$ cat config.mk
export PLATFORM = sky130hd
export DESIGN_NAME = cigar_read_expander
export DESIGN_NICKNAME = d
export VERILOG_FILES = /design/src/cre_pkg.sv /design/src/cre_front.sv /design/src/cre_queue.sv /design/src/cre_back.sv /design/src/cigar_read_expander.sv
export SDC_FILE = /design/constraint.sdc
export NUM_CORES = 1
export LEC_CHECK = 0
export BUFFER_PORTS_ARGS = -buffer_cell sky130_fd_sc_hd__buf_2
export CAP_MARGIN = 20
export CELL_PAD_IN_SITES_DETAIL_PLACEMENT = 0
export CELL_PAD_IN_SITES_GLOBAL_PLACEMENT = 1
export CORE_ASPECT_RATIO = 1.5
export CORE_MARGIN = 1.5
export CORE_UTILIZATION = 54
export DETAILED_ROUTE_END_ITERATION = 8
export GPL_TIMING_DRIVEN = 0
export PLACE_DENSITY = 0.94
export RECOVER_POWER = 50
export SETUP_SLACK_MARGIN = 0.2
export SYNTH_ARGS = -nofsm -noshare
export SYNTH_HDL_FRONTEND = slang
export SYNTH_SLANG_ARGS = --single-unit
$ cat constraint.sdc
create_clock -name clk_i -period 16.4 [get_ports clk_i]
set_input_delay 1.64 -clock clk_i [delete_from_list [all_inputs] [get_ports clk_i]]
set_output_delay 1.64 -clock clk_i [all_outputs]
set_load 0.01 [all_outputs]
$ cat src/cre_pkg.sv
`default_nettype none
package cre_pkg;

  localparam int unsigned POSITION_WIDTH = 32;
  localparam int unsigned QUEUE_DEPTH    = 4;

  localparam logic [7:0] CHAR_X       = 8'h58;
  localparam logic [7:0] CHAR_M       = 8'h4D;
  localparam logic [7:0] CHAR_D       = 8'h44;
  localparam logic [7:0] CHAR_I       = 8'h49;
  localparam logic [7:0] CHAR_S       = 8'h53;
  localparam logic [7:0] CHAR_STAR    = 8'h2A;
  localparam logic [7:0] CHAR_ZERO    = 8'h30;
  localparam logic [7:0] CHAR_NINE    = 8'h39;
  localparam logic [7:0] PHRED_OFFSET = 8'd33;
  localparam logic [7:0] CASE_OFFSET  = 8'd32;

  typedef enum logic [1:0] {
    CMD_START = 2'd0,
    CMD_CHAR  = 2'd1,
    CMD_BASE  = 2'd2
  } cmd_e;

  typedef enum logic [1:0] {
    STATUS_BASE       = 2'd0,
    STATUS_NO_OP      = 2'd1,
    STATUS_OP_PENDING = 2'd2
  } status_e;

  typedef enum logic [1:0] {
    ITEM_START = 2'd0,
    ITEM_OP    = 2'd1,
    ITEM_BASE  = 2'd2
  } item_e;

  typedef enum logic [1:0] {
    OP_M = 2'd0,
    OP_D = 2'd1,
    OP_I = 2'd2,
    OP_S = 2'd3
  } op_e;

  // One classified word handed from the front to the back.
  typedef struct packed {
    item_e       kind;
    op_e         op;
    logic [31:0] value;
    logic [7:0]  base;
  } item_t;

  function automatic logic [7:0] upper_byte(input logic [7:0] c);
    logic [7:0] r;
    r = c;
    if (c inside {[8'h5B:8'h7F]}) begin
      r = c - CASE_OFFSET;
    end
    return r;
  endfunction

endpackage
`default_nettype wire

$ cat src/cre_front.sv
`default_nettype none
module cre_front import cre_pkg::*; (
  input  wire logic        clk_i,
  input  wire logic        rst_ni,
  input  wire logic        cfg_valid_i,
  input  wire logic [6:0]  cfg_data_i,
  input  wire logic        in_valid_i,
  output logic             in_ready_o,
  input  wire logic [1:0]  cmd_i,
  input  wire logic [31:0] position_i,
  input  wire logic [7:0]  char_i,
  input  wire logic [7:0]  qual_i,
  input  wire logic        q_full_i,
  output logic             q_push_o,
  output item_t            q_item_o
);

  logic [6:0]  threshold_q;
  logic [31:0] acc_q, acc_d;
  logic        accept;
  logic        is_digit;
  logic [35:0] acc_x10;
  logic [31:0] acc_sat;
  logic [7:0]  op_char;
  logic [7:0]  qual_limit;
  logic        low_quality;
  logic        push;
  item_t       item;

  assign in_ready_o = !q_full_i;
  assign accept     = in_valid_i && in_ready_o;

  always_comb begin
    is_digit    = char_i inside {[CHAR_ZERO:CHAR_NINE]};
    acc_x10     = ({4'b0, acc_q} << 3) + ({4'b0, acc_q} << 1)
                  + {32'b0, 4'(char_i - CHAR_ZERO)};
    acc_sat     = (|acc_x10[35:32]) ? '1 : acc_x10[31:0];
    op_char     = upper_byte(char_i);
    // A quality below 33 gives a negative phred value, which is always low.
    qual_limit  = {1'b0, threshold_q} + PHRED_OFFSET;
    low_quality = (qual_i != CHAR_STAR) && (qual_i < qual_limit);

    acc_d      = acc_q;
    push       = 1'b0;
    item.kind  = ITEM_OP;
    item.op    = OP_M;
    item.value = acc_q;
    item.base  = low_quality ? CHAR_X : op_char;

    case (cmd_e'(cmd_i))
      CMD_START: begin
        push       = 1'b1;
        item.kind  = ITEM_START;
        item.value = position_i;
        acc_d      = '0;
      end
      CMD_CHAR: begin
        if (is_digit) begin
          acc_d = acc_sat;
        end else begin
          acc_d = '0;
          push  = 1'b1;
          case (op_char)
            CHAR_M:  item.op = OP_M;
            CHAR_D:  item.op = OP_D;
            CHAR_I:  item.op = OP_I;
            CHAR_S:  item.op = OP_S;
            default: push = 1'b0;
          endcase
        end
      end
      CMD_BASE: begin
        push      = 1'b1;
        item.kind = ITEM_BASE;
      end
      default: push = 1'b0;
    endcase
  end

  assign q_push_o = accept && push;
  assign q_item_o = item;

  always_ff @(posedge clk_i or negedge rst_ni) begin
    if (!rst_ni) begin
      threshold_q <= '0;
      acc_q       <= '0;
    end else begin
      if (cfg_valid_i) begin
        threshold_q <= cfg_data_i;
      end
      if (accept) begin
        acc_q <= acc_d;
      end
    end
  end

endmodule
`default_nettype wire

$ cat src/cre_queue.sv
`default_nettype none
module cre_queue import cre_pkg::*; #(
  parameter int unsigned Depth = QUEUE_DEPTH
) (
  input  wire logic  clk_i,
  input  wire logic  rst_ni,
  input  wire logic  push_i,
  input  wire item_t item_i,
  output logic       full_o,
  input  wire logic  pop_i,
  output logic       valid_o,
  output item_t      item_o
);

  localparam int unsigned PtrW = (Depth > 1) ? $clog2(Depth) : 1;
  localparam int unsigned CntW = $clog2(Depth + 1);

  item_t            store_q [Depth];
  logic [PtrW-1:0]  wr_ptr_q, rd_ptr_q;
  logic [CntW-1:0]  count_q;

  assign full_o  = (count_q == CntW'(Depth));
  assign valid_o = (count_q != '0);
  assign item_o  = store_q[rd_ptr_q];

  function automatic logic [PtrW-1:0] next_ptr(input logic [PtrW-1:0] p);
    return (p == PtrW'(Depth - 1)) ? '0 : p + 1'b1;
  endfunction

  always_ff @(posedge clk_i) begin
    if (push_i) begin
      store_q[wr_ptr_q] <= item_i;
    end
  end

  always_ff @(posedge clk_i or negedge rst_ni) begin
    if (!rst_ni) begin
      wr_ptr_q <= '0;
      rd_ptr_q <= '0;
      count_q  <= '0;
    end else begin
      if (push_i) begin
        wr_ptr_q <= next_ptr(wr_ptr_q);
      end
      if (pop_i) begin
        rd_ptr_q <= next_ptr(rd_ptr_q);
      end
      if (push_i && !pop_i) begin
        count_q <= count_q + 1'b1;
      end else if (pop_i && !push_i) begin
        count_q <= count_q - 1'b1;
      end
    end
  end

  assert property (@(posedge clk_i) disable iff (!rst_ni) count_q <= CntW'(Depth))
    else $error("queue count beyond its depth");
  assert property (@(posedge clk_i) disable iff (!rst_ni) push_i |-> !full_o)
    else $error("word pushed into a full queue");
  assert property (@(posedge clk_i) disable iff (!rst_ni) pop_i |-> valid_o)
    else $error("word popped from an empty queue");

endmodule
`default_nettype wire

$ cat src/cre_back.sv
`default_nettype none
module cre_back import cre_pkg::*; #(
  parameter int unsigned PositionWidth = POSITION_WIDTH
) (
  input  wire logic         clk_i,
  input  wire logic         rst_ni,
  input  wire logic         q_valid_i,
  input  wire item_t        q_item_i,
  output logic              q_pop_o,
  output logic              out_valid_o,
  input  wire logic         out_ready_i,
  output logic [31:0]       out_position_o,
  output logic [7:0]        out_base_o,
  output logic [1:0]        out_status_o
);

  logic [PositionWidth-1:0] pos_q, pos_d;
  logic [31:0]              count_q, count_d;
  logic                     aligned_q, aligned_d;
  logic                     begun_q, begun_d;
  logic                     out_valid_q;
  logic [31:0]              out_pos_q;
  logic [7:0]               out_base_q;
  status_e                  out_status_q;
  logic                     advance, pop;
  logic                     emit;
  logic [7:0]               emit_base;
  status_e                  emit_status;

  // The result register is free, or is being emptied in this cycle.
  assign advance = !out_valid_q || out_ready_i;
  assign pop     = q_valid_i && advance;
  assign q_pop_o = pop;

  always_comb begin
    pos_d       = pos_q;
    count_d     = count_q;
    aligned_d   = aligned_q;
    begun_d     = begun_q;
    emit        = 1'b0;
    emit_base   = '0;
    emit_status = STATUS_BASE;

    case (q_item_i.kind)
      ITEM_START: begin
        pos_d     = PositionWidth'(q_item_i.value);
        count_d   = '0;
        aligned_d = 1'b0;
        begun_d   = 1'b0;
      end
      ITEM_OP: begin
        // Bases still owed to the previous op are dropped and reported.
        if (count_q != '0) begin
          emit        = 1'b1;
          emit_status = STATUS_OP_PENDING;
        end
        count_d = '0;
        case (q_item_i.op)
          OP_M: begin
            begun_d   = 1'b1;
            count_d   = q_item_i.value;
            aligned_d = 1'b1;
          end
          OP_D: pos_d = pos_q + PositionWidth'(q_item_i.value);
          OP_I: begin
            count_d   = q_item_i.value;
            aligned_d = 1'b0;
          end
          OP_S: begin
            count_d   = q_item_i.value;
            aligned_d = 1'b0;
            if (begun_q) begin
              pos_d = pos_q + PositionWidth'(q_item_i.value);
            end
          end
          default: count_d = '0;
        endcase
      end
      ITEM_BASE: begin
        if (count_q == '0) begin
          emit        = 1'b1;
          emit_status = STATUS_NO_OP;
        end else begin
          count_d = count_q - 1'b1;
          if (aligned_q) begin
            emit      = 1'b1;
            emit_base = q_item_i.base;
            pos_d     = pos_q + 1'b1;
          end
        end
      end
      default: emit = 1'b0;
    endcase
  end

  always_ff @(posedge clk_i or negedge rst_ni) begin
    if (!rst_ni) begin
      pos_q       <= '0;
      count_q     <= '0;
      aligned_q   <= 1'b0;
      begun_q     <= 1'b0;
      out_valid_q <= 1'b0;
    end else begin
      if (pop) begin
        pos_q     <= pos_d;
        count_q   <= count_d;
        aligned_q <= aligned_d;
        begun_q   <= begun_d;
      end
      if (advance) begin
        out_valid_q <= pop && emit;
      end
    end
  end

  always_ff @(posedge clk_i) begin
    if (pop && emit) begin
      out_pos_q    <= 32'(pos_q);
      out_base_q   <= emit_base;
      out_status_q <= emit_status;
    end
  end

  assign out_valid_o    = out_valid_q;
  assign out_position_o = out_pos_q;
  assign out_base_o     = out_base_q;
  assign out_status_o   = out_status_q;

  assert property (@(posedge clk_i) disable iff (!rst_ni)
                   (out_valid_q && !out_ready_i) |-> !q_pop_o)
    else $error("queue popped while the result register is blocked");

endmodule
`default_nettype wire

$ cat src/cigar_read_expander.sv
`default_nettype none
// Expands one aligned read by its CIGAR string into pairs of reference position and base.
// The input stream carries the command in s_axis_tuser (start, CIGAR character, base) and
// the results leave on the master side with the status in m_axis_tuser. Every input word
// is taken unless the queue is full: the front accumulates digits, decodes op letters,
// computes the quality test and places each item in a four-entry queue; the back takes
// one queued item per cycle unless the result register is blocked, updates the position
// and pending-base count and loads any result. Only a result-side stall fills the queue.
// The quality threshold is written through the cfg port, one word, no address.
module cigar_read_expander import cre_pkg::*; #(
  parameter int unsigned PositionWidth = POSITION_WIDTH
) (
  input  wire logic        clk_i,
  input  wire logic        rst_ni,
  input  wire logic        cfg_valid_i,
  output logic             cfg_ready_o,
  input  wire logic [6:0]  cfg_data_i,     // min_quality
  input  wire logic        s_axis_tvalid,
  output logic             s_axis_tready,
  input  wire logic [47:0] s_axis_tdata,   // start_position, char_in, quality_char
  input  wire logic [1:0]  s_axis_tuser,   // cmd
  output logic             m_axis_tvalid,
  input  wire logic        m_axis_tready,
  output logic [39:0]      m_axis_tdata,   // ref_position, base_out
  output logic [1:0]       m_axis_tuser    // status
);

  logic  q_push, q_full, q_valid, q_pop;
  item_t push_item, pop_item;

  assign cfg_ready_o = 1'b1;

  cre_front u_front (
    .clk_i       (clk_i),
    .rst_ni      (rst_ni),
    .cfg_valid_i (cfg_valid_i),
    .cfg_data_i  (cfg_data_i),
    .in_valid_i  (s_axis_tvalid),
    .in_ready_o  (s_axis_tready),
    .cmd_i       (s_axis_tuser),
    .position_i  (s_axis_tdata[31:0]),
    .char_i      (s_axis_tdata[39:32]),
    .qual_i      (s_axis_tdata[47:40]),
    .q_full_i    (q_full),
    .q_push_o    (q_push),
    .q_item_o    (push_item)
  );

  cre_queue #(
    .Depth (QUEUE_DEPTH)
  ) u_queue (
    .clk_i   (clk_i),
    .rst_ni  (rst_ni),
    .push_i  (q_push),
    .item_i  (push_item),
    .full_o  (q_full),
    .pop_i   (q_pop),
    .valid_o (q_valid),
    .item_o  (pop_item)
  );

  cre_back #(
    .PositionWidth (PositionWidth)
  ) u_back (
    .clk_i          (clk_i),
    .rst_ni         (rst_ni),
    .q_valid_i      (q_valid),
    .q_item_i       (pop_item),
    .q_pop_o        (q_pop),
    .out_valid_o    (m_axis_tvalid),
    .out_ready_i    (m_axis_tready),
    .out_position_o (m_axis_tdata[31:0]),
    .out_base_o     (m_axis_tdata[39:32]),
    .out_status_o   (m_axis_tuser)
  );

endmodule
`default_nettype wire
## Word level (Yosys, flattened, before mapping)

Memory sizes are Yosys's and may differ from the RTL's.
Cells that the tools add are included.

- Reductions and logical operators: 35
- Mux-type cells: 38
- Divide/modulo/power cells: 0
- $lt $le $gt $ge: 5
- Shift-type cells: 0
- $mul: 0
- Eq/ne operators: 21
- Bitwise operators: 2
- Add/subtract/negate cells: 12

Operators by type and width:

| cell | count |
|---|---|
| $mux W32 | 8 |
| $pmux W32 S3 | 2 |
| $pmux W32 S2 | 2 |
| $add A35 B33 Y36 | 1 |
| $add A36 B4 Y36 | 1 |
| $add A32 B1 Y32 const B | 1 |
| $add A32 B32 Y32 | 1 |
| $eq A8 B7 Y1 const B | 4 |
| $logic_not A32 Y1 | 1 |
| $reduce_bool A32 Y1 | 1 |
| $sub A32 B1 Y32 const B | 1 |
| $mux W8 | 2 |
| $eq A2 B2 Y1 const B | 6 |
| $mux W2 | 5 |
| $pmux W1 S2 | 5 |
| $logic_and A1 B1 Y1 | 9 |
| $mux W1 | 9 |
| $reduce_and A3 Y1 | 3 |
| $add A7 B6 Y8 const B | 1 |
| $ge A8 B6 Y1 const B | 1 |
| $ge A8 B7 Y1 const B | 1 |
| $le A8 B6 Y1 const B | 1 |
| $le A8 B7 Y1 const B | 1 |
| $lt A8 B8 Y1 | 1 |
| other kinds (26) | 45 |

- Bits in latches: 0
- RAM bits: 176
- Bits in read-only memories: 0
- Output and inout port bits: 45
- Input bits: 62
- Register bits: 155
- Memories: 1
- Word-level logic and storage cells: 127

Memories:

| memory | words | width | read ports | clocked after Yosys merged registers in | wr ports | line | source |
|---|---|---|---|---|---|---|---|
| u_queue.store_q | 4 | 44 | 1 | 0 | 1 | cre_queue.sv:18 | `item_t store_q [Depth];` |

## Depth between registers and ports, before layout

Gate-level depths: netlist of run 1.

- Depth after elaboration: 13
- Depth in mapped cells: 21
- Mapped depth without buffers: 16

## Modules after synthesis

From an unflattened synthesis of run 1, not the netlist that was laid out.

- Cells, all modules: 1573
- Area, all modules: 18916.9 um^2

Modules (own cells, without submodules):

| module | area each (um^2) | instances | cells each | sequential area each (um^2) |
|---|---|---|---|---|
| cre_back | 6952.9 | 1 | 741 | 2937.8 |
| cre_queue | 6827.8 | 1 | 267 | 5460.2 |
| cre_front | 5124.9 | 1 | 563 | 975.9 |
| cigar_read_expander | 11.3 | 1 | 2 | 0.0 |

## Least setup slack after synthesis of run 1

OpenSTA, ideal clock, no wires.

- Kind: register to register
- Start point: reg u_queue.rd_ptr_q[0]
- End point: reg u_back.out_base_q[0] (netlist: u_back.out_base_o[0]) (enable)
- Library setup time: 0.507 ns
- Stages on the path, launching flop included: 11
- Period minus slack after synthesis: 6.622 ns
- Required time: 15.893 ns
- Arrival: 6.115 ns
- Buffers on the path: 5
- Path slack: 9.778 ns
- Cell sequence: dfrtp_1 -> buf_2 -> buf_1 -> buf_1 -> mux4_2 -> inv_1 -> ha_1 -> inv_1 -> clkbuf_1 -> clkbuf_1 -> a211oi_1

- Longest elaborated chain between the ends: 4
- Elaborated cells between the ends (all ways): 5
- Those cells by class: 2 x eq/ne; 1 x mux; 1 x reduce/logical; 1 x memory

RTL lines:

| what | line | source |
|---|---|---|
| start, declared | cre_queue.sv:19 | `logic [PtrW-1:0] wr_ptr_q, rd_ptr_q;` |
| start signal, assigned | cre_queue.sv:46 | `rd_ptr_q <= next_ptr(rd_ptr_q);` |
| $mem_v2 Z4 W44 * | n/a |  |
| $eq A2 B2 Y1 or $eq A2 B1 Y1 (tied branches) | cre_back.sv:44 | `case (q_item_i.kind)` |
| $pmux W1 S2 * | cre_back.sv:44 |  |
| $logic_and A1 B1 Y1 * | cre_back.sv:117 | `if (pop && emit) begin` |
| end signal, assigned | cre_back.sv:119 | `out_base_q <= emit_base;` |
| end, declared | cre_back.sv:23 | `logic [7:0] out_base_q;` |

Every way passes the cells marked *; elsewhere a longest branch is shown, timed or not.
A chain may end at the register's enable or synchronous reset.

## Worst setup path in the final report of run 1

- Start point: reg u_queue.rd_ptr_q[0]
- End point: reg u_back.pos_q[24]

- Longest elaborated chain between the ends: 5
- Elaborated cells between the ends (all ways): 16
- Those cells by class: 1 x add/sub; 8 x eq/ne; 3 x mux; 3 x reduce/logical; 1 x memory

RTL lines:

| what | line | source |
|---|---|---|
| $mem_v2 Z4 W44 * | n/a |  |
| $add A32 B32 Y32 | cre_back.sv:64, cre_back.sv:73 |  |
| $mux W32 | cre_back.sv:72 | `if (begun_q) begin` |
| $pmux W32 S2 | cre_back.sv:58 | `case (q_item_i.op)` |
| $pmux W32 S3 | cre_back.sv:44 |  |
| end signal, assigned | cre_back.sv:105 | `pos_q <= pos_d;` |
| end, declared | cre_back.sv:17 | `logic [PositionWidth-1:0] pos_q, pos_d;` |

Every way passes the cells marked *; elsewhere a longest branch is shown, timed or not. The select of a mux whose other input is x is not followed.

==> summary.log, run 1 <==
INFO  critical_path  timing.critical_path.fanout_max=10
INFO  sta            report.final.slew_viol_count=116
INFO  clock_tree     tritoncts.num_buffers=30
INFO  final_layout   nFillCells=2543
INFO  drt            vias=13.0k
INFO  sta            period_needed=7090ps
INFO  sta            final-hold-violation-count=0
INFO  synthesis      post_synth_main_area_contributors=sky130_fd_sc_hd__edfxtp_1 36%, sky130_fd_sc_hd__dfrtp_1 16%, sky130_fd_sc_hd__ha_1 7.9%
INFO  placed_design  port_buffers=104
INFO  die            starting_utilization_of_the_core_area=0.551
INFO  die            io_pins=107
INFO  synthesis      synth.ff_latch_count=331
INFO  placed_design  gpl.final_weighted_congestion=0.909
INFO  synthesis      syn_nets=1677
INFO  grt            pin_count_of_the_biggest_net_entering_global_routing=65
INFO  placed_design  dp_slack=9200ps
INFO  final_layout   stdcell_count=2079
INFO  status         status=complete, but fails checks
INFO  drt            drtPass1Iterations=5
INFO  clock_tree     cts-root-to-sink-buffers=3
INFO  grt            number_of_antenna_violations_at_the_first_check_in_global_routing=0
INFO  power          vdd.ir_drop.worst=0.000113V
INFO  clock_tree     clock_tree.root_cell=sky130_fd_sc_hd__clkbuf_16
INFO  drt            drtAntennaViolNets=0
INFO  synthesis      postSynthCellCount=1497
INFO  sta            setup_viol=0
INFO  sta            layout_setup_ws=9310ps
INFO  drt            wl=45300um
INFO  critical_path  crit_type=reg2reg
INFO  power          power=4070uW
INFO  critical_path  end_kind=register
INFO  synthesis      synth-seq-area-share=0.520
INFO  clock_tree     cts_hold_repair.buffers=0
INFO  sta            max_freq=141MHz
INFO  final_layout   area_delta_synth_final=12.0%
INFO  clock_tree     number_of_gates_resized_after_cts=0
INFO  final_layout   final_nets=1820
INFO  die            die_boundary_width=152um
INFO  power          pwr_density_cell=202nW/um2
INFO  die            num_rows=81
INFO  clock_tree     clock_latency=570ps
INFO  clock_tree     clock_sink_count=331
INFO  final_layout   final_common_cell=sky130_fd_sc_hd__edfxtp_1
INFO  grt            global_route.overflow_total=0
INFO  synthesis      synth_area=18000um2
INFO  clock_tree     htree_levels=1
INFO  final_layout   num_antenna_cells=0
INFO  placed_design  place.detailed.hpwl=33300um
INFO  flow_run       cap_viol_max_count=2
INFO  placed_design  placed_cells_incl_taps=2023
INFO  critical_path  startpoint_type=register
INFO  drt            post_drt_wl_per_cell=21.8um
INFO  critical_path  worst-endpoint-required=16900ps
INFO  die            design.core.area=32700um2
INFO  sta            final.setup.tns=0ps
INFO  synthesis      synth_fa_ha_area_frac=0.0835
INFO  min_path       worstHoldPathType=reg2reg
INFO  power          leakage=0.00837uW
INFO  synthesis      share_of_the_synthesized_area_in_the_top_cell_type=0.363
INFO  synthesis      synth_top_cell_by_area=sky130_fd_sc_hd__edfxtp_1
INFO  synthesis      synthArstFlopShare=0.341
INFO  synthesis      avgSynthCellArea=12.0um2
INFO  die            fp.dieH=227um
INFO  synthesis      yosys.area_share.xor_xnor=0.0316
INFO  clock_tree     clkTransAtPathRegs=70ps
INFO  synthesis      synth_top_family_by_area=compound AO/OA/AOI/OAI gates
INFO  drt            drc=0
INFO  synthesis      number_of_synthesized_flops_with_an_enable_pin=218
INFO  synthesis      synth_simple_gate_area_share=0.105
INFO  synthesis      synthMuxAreaShare=0.0894
INFO  sta            finalCritPeriodShare=0.432
INFO  status         violations_in_the_final_reports=capacitance limit, slew limit
INFO  grt            global_route.usage.total=0.261
INFO  sta            clock_skew=27.1ps
INFO  sta            grt_setup_unrepaired=no
INFO  synthesis      synth-compound-area-share=0.144
INFO  sta            slew-limit-headroom=-1.43
INFO  synthesis      synth.lib_cells_used.distinct=75
INFO  die            die-area=34500um2
INFO  critical_path  timing.critical_path.arrival=7580ps
INFO  grt            grt_first_pass_wirelength=70900um
INFO  final_layout   drive_above_1_share=0.121
INFO  drt            post_drt_via_cell_ratio=6.25
INFO  synthesis      dominantRegCellSynth=sky130_fd_sc_hd__edfxtp_1
INFO  synthesis      synth.yosys.warnings=0
INFO  clock_tree     tritoncts=yes
INFO  grt            grt_pass1_vias=13.4k
INFO  final_layout   finish.utilization=0.617
INFO  sta            worst_pin_slew=3640ps
INFO  clock_tree     cts_setup_buffers=0
INFO  final_layout   final_cell_mix=218 x sky130_fd_sc_hd__edfxtp_1, 118 x sky130_fd_sc_hd__nand2_1, 114 x sky130_fd_sc_hd__ha_1
INFO  drt            detailedRoute.firstIterationViolations=913
metrics by stage:
stage / hold WS, ps / area, um2
after detailed placement: 467 / 19200
after global routing: 500 / 20200
after CTS: 483 / 20300
after global placement: 465 / 19100
after floorplan: 449 / 18000
final: 484 / 20200
report_power, final:
part | total (uW) | leakage, uW | internal (uW) | switching, uW
sequential | 1210 | 0.00348 | 1110 | 103
combinational | 2120 | 0.00438 | 815 | 1300
clock | 746 | 0.000510 | 439 | 307
layout make-up:
type | instances | area, um2 | area share
flip-flops and latches | 331 | 9370 | 0.464
well taps | 415 | 519 | 0.0257
repair buffers | 111 | 573 | 0.0284
clock inverters | 17 | 218 | 0.0108
plain buffers | 71 | 333 | 0.0165
clock buffers | 39 | 837 | 0.0414
inverters | 38 | 143 | 0.00706
multi-input cells | 1057 | 8200 | 0.406
final timing paths:
| path | start | end | slack (ps) | cells after the start |
|---|---|---|---|---|
| worst max register to register | u_queue.rd_ptr_q[0] | u_back.pos_q[24] | 9310 | 21 |
| worst max-delay path | u_queue.rd_ptr_q[0] | u_back.pos_q[24] | 9310 | 21 |
| worst min-delay path | u_back.pos_q[5] | u_back.out_position_o[5] | 480 | 0 |
| min in group asynchronous | rst_ni | u_back.pos_q[8] | 2080 | 1 |
| worst min register to register | u_back.pos_q[5] | u_back.out_position_o[5] | 480 | 0 |
| max in group asynchronous | rst_ni | u_front.threshold_q[2] | 9680 | 2 |
logic make-up after synthesis:
logic type	after synthesis
mux	101
fa+ha+maj	118
xor+xnor	65
flops	331
other cells	1
compound gates	392
simple gates	380
buf+inv	109
Yosys cell counts, types with 4 or more instances:
master                       n
sky130_fd_sc_hd__a31oi_1    12
sky130_fd_sc_hd__buf_2       7
sky130_fd_sc_hd__nand2_1   118
sky130_fd_sc_hd__or2_2       6
sky130_fd_sc_hd__nand3_1    21
sky130_fd_sc_hd__or3_1       9
sky130_fd_sc_hd__o211ai_1    7
sky130_fd_sc_hd__o311ai_0    5
sky130_fd_sc_hd__nand4_1    10
sky130_fd_sc_hd__nor4b_1     5
sky130_fd_sc_hd__a221o_1    34
sky130_fd_sc_hd__nand2b_1    8
sky130_fd_sc_hd__edfxtp_1  218
sky130_fd_sc_hd__o21bai_1    8
sky130_fd_sc_hd__a22oi_1    21
sky130_fd_sc_hd__o21ai_0    93
sky130_fd_sc_hd__nor2b_1    20
sky130_fd_sc_hd__o21ai_1     5
sky130_fd_sc_hd__buf_6       6
sky130_fd_sc_hd__fa_1        4
sky130_fd_sc_hd__xnor2_1    33
sky130_fd_sc_hd__o31ai_1    14
sky130_fd_sc_hd__mux2_2     41
sky130_fd_sc_hd__nor3_1     29
sky130_fd_sc_hd__nor2_1     71
sky130_fd_sc_hd__ha_1      114
sky130_fd_sc_hd__clkbuf_1   46
sky130_fd_sc_hd__a211o_1     4
sky130_fd_sc_hd__nor4_1      7
sky130_fd_sc_hd__o21a_1     20
sky130_fd_sc_hd__dfrtp_1   113
sky130_fd_sc_hd__inv_1      38
sky130_fd_sc_hd__nor3b_1     4
sky130_fd_sc_hd__a21o_1     31
sky130_fd_sc_hd__mux4_2     44
sky130_fd_sc_hd__mux2i_1    16
sky130_fd_sc_hd__and2_1     42
sky130_fd_sc_hd__a211oi_1    9
sky130_fd_sc_hd__and3_1     17
sky130_fd_sc_hd__a21oi_1    96
sky130_fd_sc_hd__xor2_1     32
sky130_fd_sc_hd__buf_1       8
critical path: stages (launching register included):
cell,delay (ps)
sky130_fd_sc_hd__dfrtp_1,350
sky130_fd_sc_hd__buf_2,320
sky130_fd_sc_hd__clkbuf_1,740
sky130_fd_sc_hd__buf_1,650
sky130_fd_sc_hd__mux4_2,660
sky130_fd_sc_hd__inv_1,110
sky130_fd_sc_hd__ha_1,160
sky130_fd_sc_hd__clkbuf_1,420
sky130_fd_sc_hd__clkbuf_1,550
sky130_fd_sc_hd__or2_2,220
sky130_fd_sc_hd__ha_1,180
sky130_fd_sc_hd__inv_1,60
sky130_fd_sc_hd__fa_1,380
sky130_fd_sc_hd__nor2b_1,240
sky130_fd_sc_hd__o2111ai_1,170
sky130_fd_sc_hd__a21oi_1,230
sky130_fd_sc_hd__o221a_2,290
sky130_fd_sc_hd__o31ai_1,180
sky130_fd_sc_hd__o21ai_0,430
sky130_fd_sc_hd__a31oi_1,180
sky130_fd_sc_hd__or4_1,430
sky130_fd_sc_hd__nand3_1,80
layer usage:
metal / share of wire / wire, um / up-vias / track usage
met5: 0 / 0 / - / 0
li1: - / - / 5990 / -
met4: 0.051 / 2310 / 0 / 0.132
met2: 0.53 / 24200 / 439 / 0.492
met1: 0.37 / 16800 / 6418 / 0.290
met3: 0.043 / 1950 / 145 / 0.0283
sequential cells by signal, summed over array words and instances, names as in the netlist:
signal and cells:
u_back.out_status_o 2, u_queue.count_q 3, u_back.out_base_o 8, u_back.begun_q 1
u_queue.store_q 176, u_back.aligned_q 1, u_front.acc_q 32, u_back.count_q 32
u_queue.wr_ptr_q 2, u_back.pos_q 32, u_back.out_valid_o 1, u_front.threshold_q 7
u_queue.rd_ptr_q 2, u_back.out_position_o 32
Note: power is estimated with default switching activity, not from simulation.
==> inputs of run 2 (changes only) <==
Settings changed: ABC_AREA set to 1, CORE_UTILIZATION 54 to 48, PLACE_DENSITY 0.94 to 0.9.
Clock period 16.4 ns to 6.65 ns, I/O delays scaled along.
==> run 2 against run 1 <==
The flow still finishes with violations (capacitance limit, slew limit). Worst setup slack worse by 8500 ps. Clock power is 140% higher. Wire length is 27% higher. First-iteration DRC count is 34% higher. Global-route usage is 1.5 points higher. Power grew to 2.7 times the previous value. Largest cell class unchanged.
==> summary.log, run 2 <==
INFO  sta            clock_skew=10.3ps
INFO  final_layout   multi_input_area=9030um2
INFO  critical_path  timing.critical_path.fanout_max=10
INFO  sta            slew-limit-headroom=-1.25
INFO  final_layout   largest_register_ff_count=176
INFO  die            design.core.area=40100um2
INFO  synthesis      leading_cell_type_by_number_of_instances_after_synthesis=sky130_fd_sc_hd__nand2_1
INFO  sta            setup_viol=0
INFO  critical_path  reg2reg_slack=790ps
INFO  sta            final.setup.tns=0ps
INFO  synthesis      syn_nets=2405
INFO  placed_design  port_buffers=105
INFO  synthesis      avgSynthCellArea=8.75um2
INFO  critical_path  crit_top_cell=sky130_fd_sc_hd__nand2_1
INFO  final_layout   final_nets=2549
INFO  drt            drtPass1Iterations=6
INFO  die            starting_utilization_of_the_core_area=0.485
INFO  grt            grt_pass1_vias=16.7k
INFO  final_layout   drive_above_1_share=0.0852
INFO  sta            worst_pin_slew=3370ps
INFO  placed_design  gpl.final_weighted_congestion=1.01
INFO  final_layout   nFillCells=3690
INFO  clock_tree     tritoncts=yes
INFO  placed_design  place.detailed.hpwl=44900um
INFO  final_layout   final_cell_mix=629 x sky130_fd_sc_hd__nand2_1, 218 x sky130_fd_sc_hd__edfxtp_1, 191 x sky130_fd_sc_hd__nor2_1
INFO  drt            detailedRoute.firstIterationViolations=1221
INFO  clock_tree     clkTransAtPathRegs=70ps
INFO  drt            post_drt_via_cell_ratio=5.62
INFO  sta            finalCritPeriodShare=0.882
INFO  grt            pin_count_of_the_biggest_net_entering_global_routing=58
INFO  die            die_boundary_width=167um
INFO  clock_tree     clock_tree.root_cell=sky130_fd_sc_hd__clkbuf_16
INFO  status         violations_in_the_final_reports=capacitance limit, slew limit
INFO  die            die-area=41800um2
INFO  synthesis      post_synth_main_area_contributors=sky130_fd_sc_hd__edfxtp_1 34%, sky130_fd_sc_hd__dfrtp_1 15%, sky130_fd_sc_hd__nand2_1 12%
INFO  die            num_rows=90
INFO  min_path       min-delay-start=m_axis_tready
INFO  synthesis      synth_top_cell_by_area=sky130_fd_sc_hd__edfxtp_1
INFO  clock_tree     clock_latency=580ps
INFO  critical_path  startpoint_type=register
INFO  synthesis      synth.ff_latch_count=331
INFO  clock_tree     cts_setup_buffers=0
INFO  synthesis      synth-seq-area-share=0.482
INFO  sta            max_freq=171MHz
INFO  grt            grt_first_pass_wirelength=89000um
INFO  critical_path  r2r_end=u_back.pos_q[25]
INFO  power          pwr_density_cell=508nW/um2
INFO  final_layout   area_delta_synth_final=11.6%
INFO  synthesis      share_of_the_synthesized_area_in_the_top_cell_type=0.336
INFO  sta            final-hold-violation-count=0
INFO  synthesis      number_of_synthesized_flops_with_an_enable_pin=218
INFO  final_layout   ff_latch_area=9370um2
INFO  critical_path  timing.critical_path.max_delay_family=buffers and inverters
INFO  synthesis      synth.yosys.warnings=0
INFO  final_layout   num_antenna_cells=0
INFO  synthesis      synth_area=19500um2
INFO  critical_path  worstRegToRegCells=21
INFO  power          leakage=0.00978uW
INFO  final_layout   final_common_cell=sky130_fd_sc_hd__nand2_1
INFO  die            io_pins=107
INFO  drt            drtAntennaViolNets=0
INFO  min_path       holdPathStages=2
INFO  drt            wl=57600um
INFO  critical_path  worst-endpoint-required=7120ps
INFO  critical_path  crit_chain=inv_1 > buf_2 > clkbuf_1 > buf_2 > a21oi_1 > a32oi_1 > ha_1 > clkbuf_1 > clkbuf_2 > clkbuf_1 > nor2_1 > ha_1 > nand2_1 > o21ai_0 > a21oi_1 > nand2_1 > nand2_1 > nand3_1 > nand3_1 > nand3_1 > nand2_1
INFO  synthesis      synthArstFlopShare=0.341
INFO  min_path       min_to=u_back.out_valid_o
INFO  clock_tree     number_of_gates_resized_after_cts=0
INFO  critical_path  end_kind=register
INFO  critical_path  timing.critical_path.arrival=6330ps
INFO  grt            number_of_antenna_violations_at_the_first_check_in_global_routing=1
INFO  synthesis      dominantRegCellSynth=sky130_fd_sc_hd__edfxtp_1
INFO  critical_path  slowest_cell_delay_on_critical_path=540ps
INFO  final_layout   post_route_cell_area=21700um2
INFO  synthesis      synth.top_cells.by_count=629 x sky130_fd_sc_hd__nand2_1, 218 x sky130_fd_sc_hd__edfxtp_1, 195 x sky130_fd_sc_hd__nor2_1, 168 x sky130_fd_sc_hd__inv_1, 158 x sky130_fd_sc_hd__a21oi_1
INFO  drt            post_drt_wl_per_cell=19.9um
INFO  clock_tree     tritoncts.num_buffers=31
INFO  placed_design  place_area=20800um2
INFO  grt            global_route.usage.total=0.276
INFO  grt            global_route.overflow_total=0
INFO  drt            vias=16.3k
INFO  die            fp.dieH=250um
INFO  flow_run       cap_viol_max_count=1
INFO  clock_tree     htree_levels=1
INFO  sta            report.final.slew_viol_count=57
INFO  critical_path  critical_path_buf_inv_count=7
INFO  clock_tree     cts_hold_repair.buffers=0
INFO  sta            period_needed=5860ps
INFO  status         status=complete, but fails checks
INFO  critical_path  crit_type=reg2reg
INFO  drt            drc=0
INFO  power          vdd.ir_drop.worst=0.000253V
INFO  synthesis      synth.lib_cells_used.distinct=50
INFO  sta            grt_setup_unrepaired=no
INFO  synthesis      postSynthCellCount=2225
INFO  critical_path  critical-path-slowest-cell=sky130_fd_sc_hd__clkbuf_1
INFO  clock_tree     cts-root-to-sink-buffers=3
INFO  min_path       worstHoldPathType=in2reg
INFO  critical_path  rr_startpoint=u_queue.rd_ptr_q[1]
INFO  final_layout   largest_register=u_queue.store_q
INFO  clock_tree     clock_sink_count=331
run 2: worst max path at each step:
| stage | start | to | slack [ps] | cells past startpoint |
|---|---|---|---|---|
| floorplan | s_axis_tdata[37] | u_queue.store_q[0][0] | 2570 | 13 |
| detailed placement | u_queue.rd_ptr_q[1] | u_back.pos_q[25] | 660 | 21 |
| finish | u_queue.rd_ptr_q[1] | u_back.pos_q[25] | 790 | 21 |
| CTS | u_queue.rd_ptr_q[1] | u_back.pos_q[25] | 640 | 21 |
| global placement | s_axis_tdata[34] | u_queue.store_q[2][9] | 670 | 16 |
| global route | u_queue.rd_ptr_q[1] | u_back.pos_q[23] | 260 | 21 |
run 2: power breakdown:
| group | internal (uW) | total (uW) | switching (uW) |
|---|---|---|---|
| Combinational | 1980 | 6360 | 4370 |
| Clock | 963 | 1760 | 800 |
| Sequential | 2710 | 2920 | 210 |
run 2: cell type report:
class,instances,area share
Clock inverter,22,0.00881
Sequential cell,331,0.432
Inverter,176,0.0306
Tap cell,506,0.0291
Buffer,74,0.0193
Multi-Input combinational cell,1644,0.416
Timing Repair Buffer,111,0.0273
Clock buffer,35,0.0373
run 2: cells by family (layout without fill, tap and decap cells):
group | Yosys count | in the layout | synth area share
xor gates and xnor gates | 45 | 45 | 0.0203
adders and majority gates | 118 | 118 | 0.0774
other | 1 | 1 | 0.000193
and+or+nand+nor | 1060 | 1060 | 0.230
AOI/OAI and AO/OA | 391 | 391 | 0.118
buffers and inverters | 250 | 418 | 0.0557
muxes | 29 | 29 | 0.0168
DFF | 331 | 331 | 0.482
run 2: metrics by stage:
step	hold slack, ps	instances	power, uW	utilization	setup WS (ps)
finish	278	2899	11000	0.542	787
detailed placement	467	2842	9280	0.518	663
global placement	471	2836	9130	0.514	674
CTS	57.8	2899	11100	0.543	640
global route	275	2899	11800	0.542	265
floorplan	369	2225	7240	-	2570
run 2: per-layer routing:
layer	vias up	wire (um)	track usage
met5	-	7	0
met4	2	3830	0.174
met3	169	2170	0.0244
met2	457	31100	0.535
met1	7767	20500	0.280
li1	7908	-	-
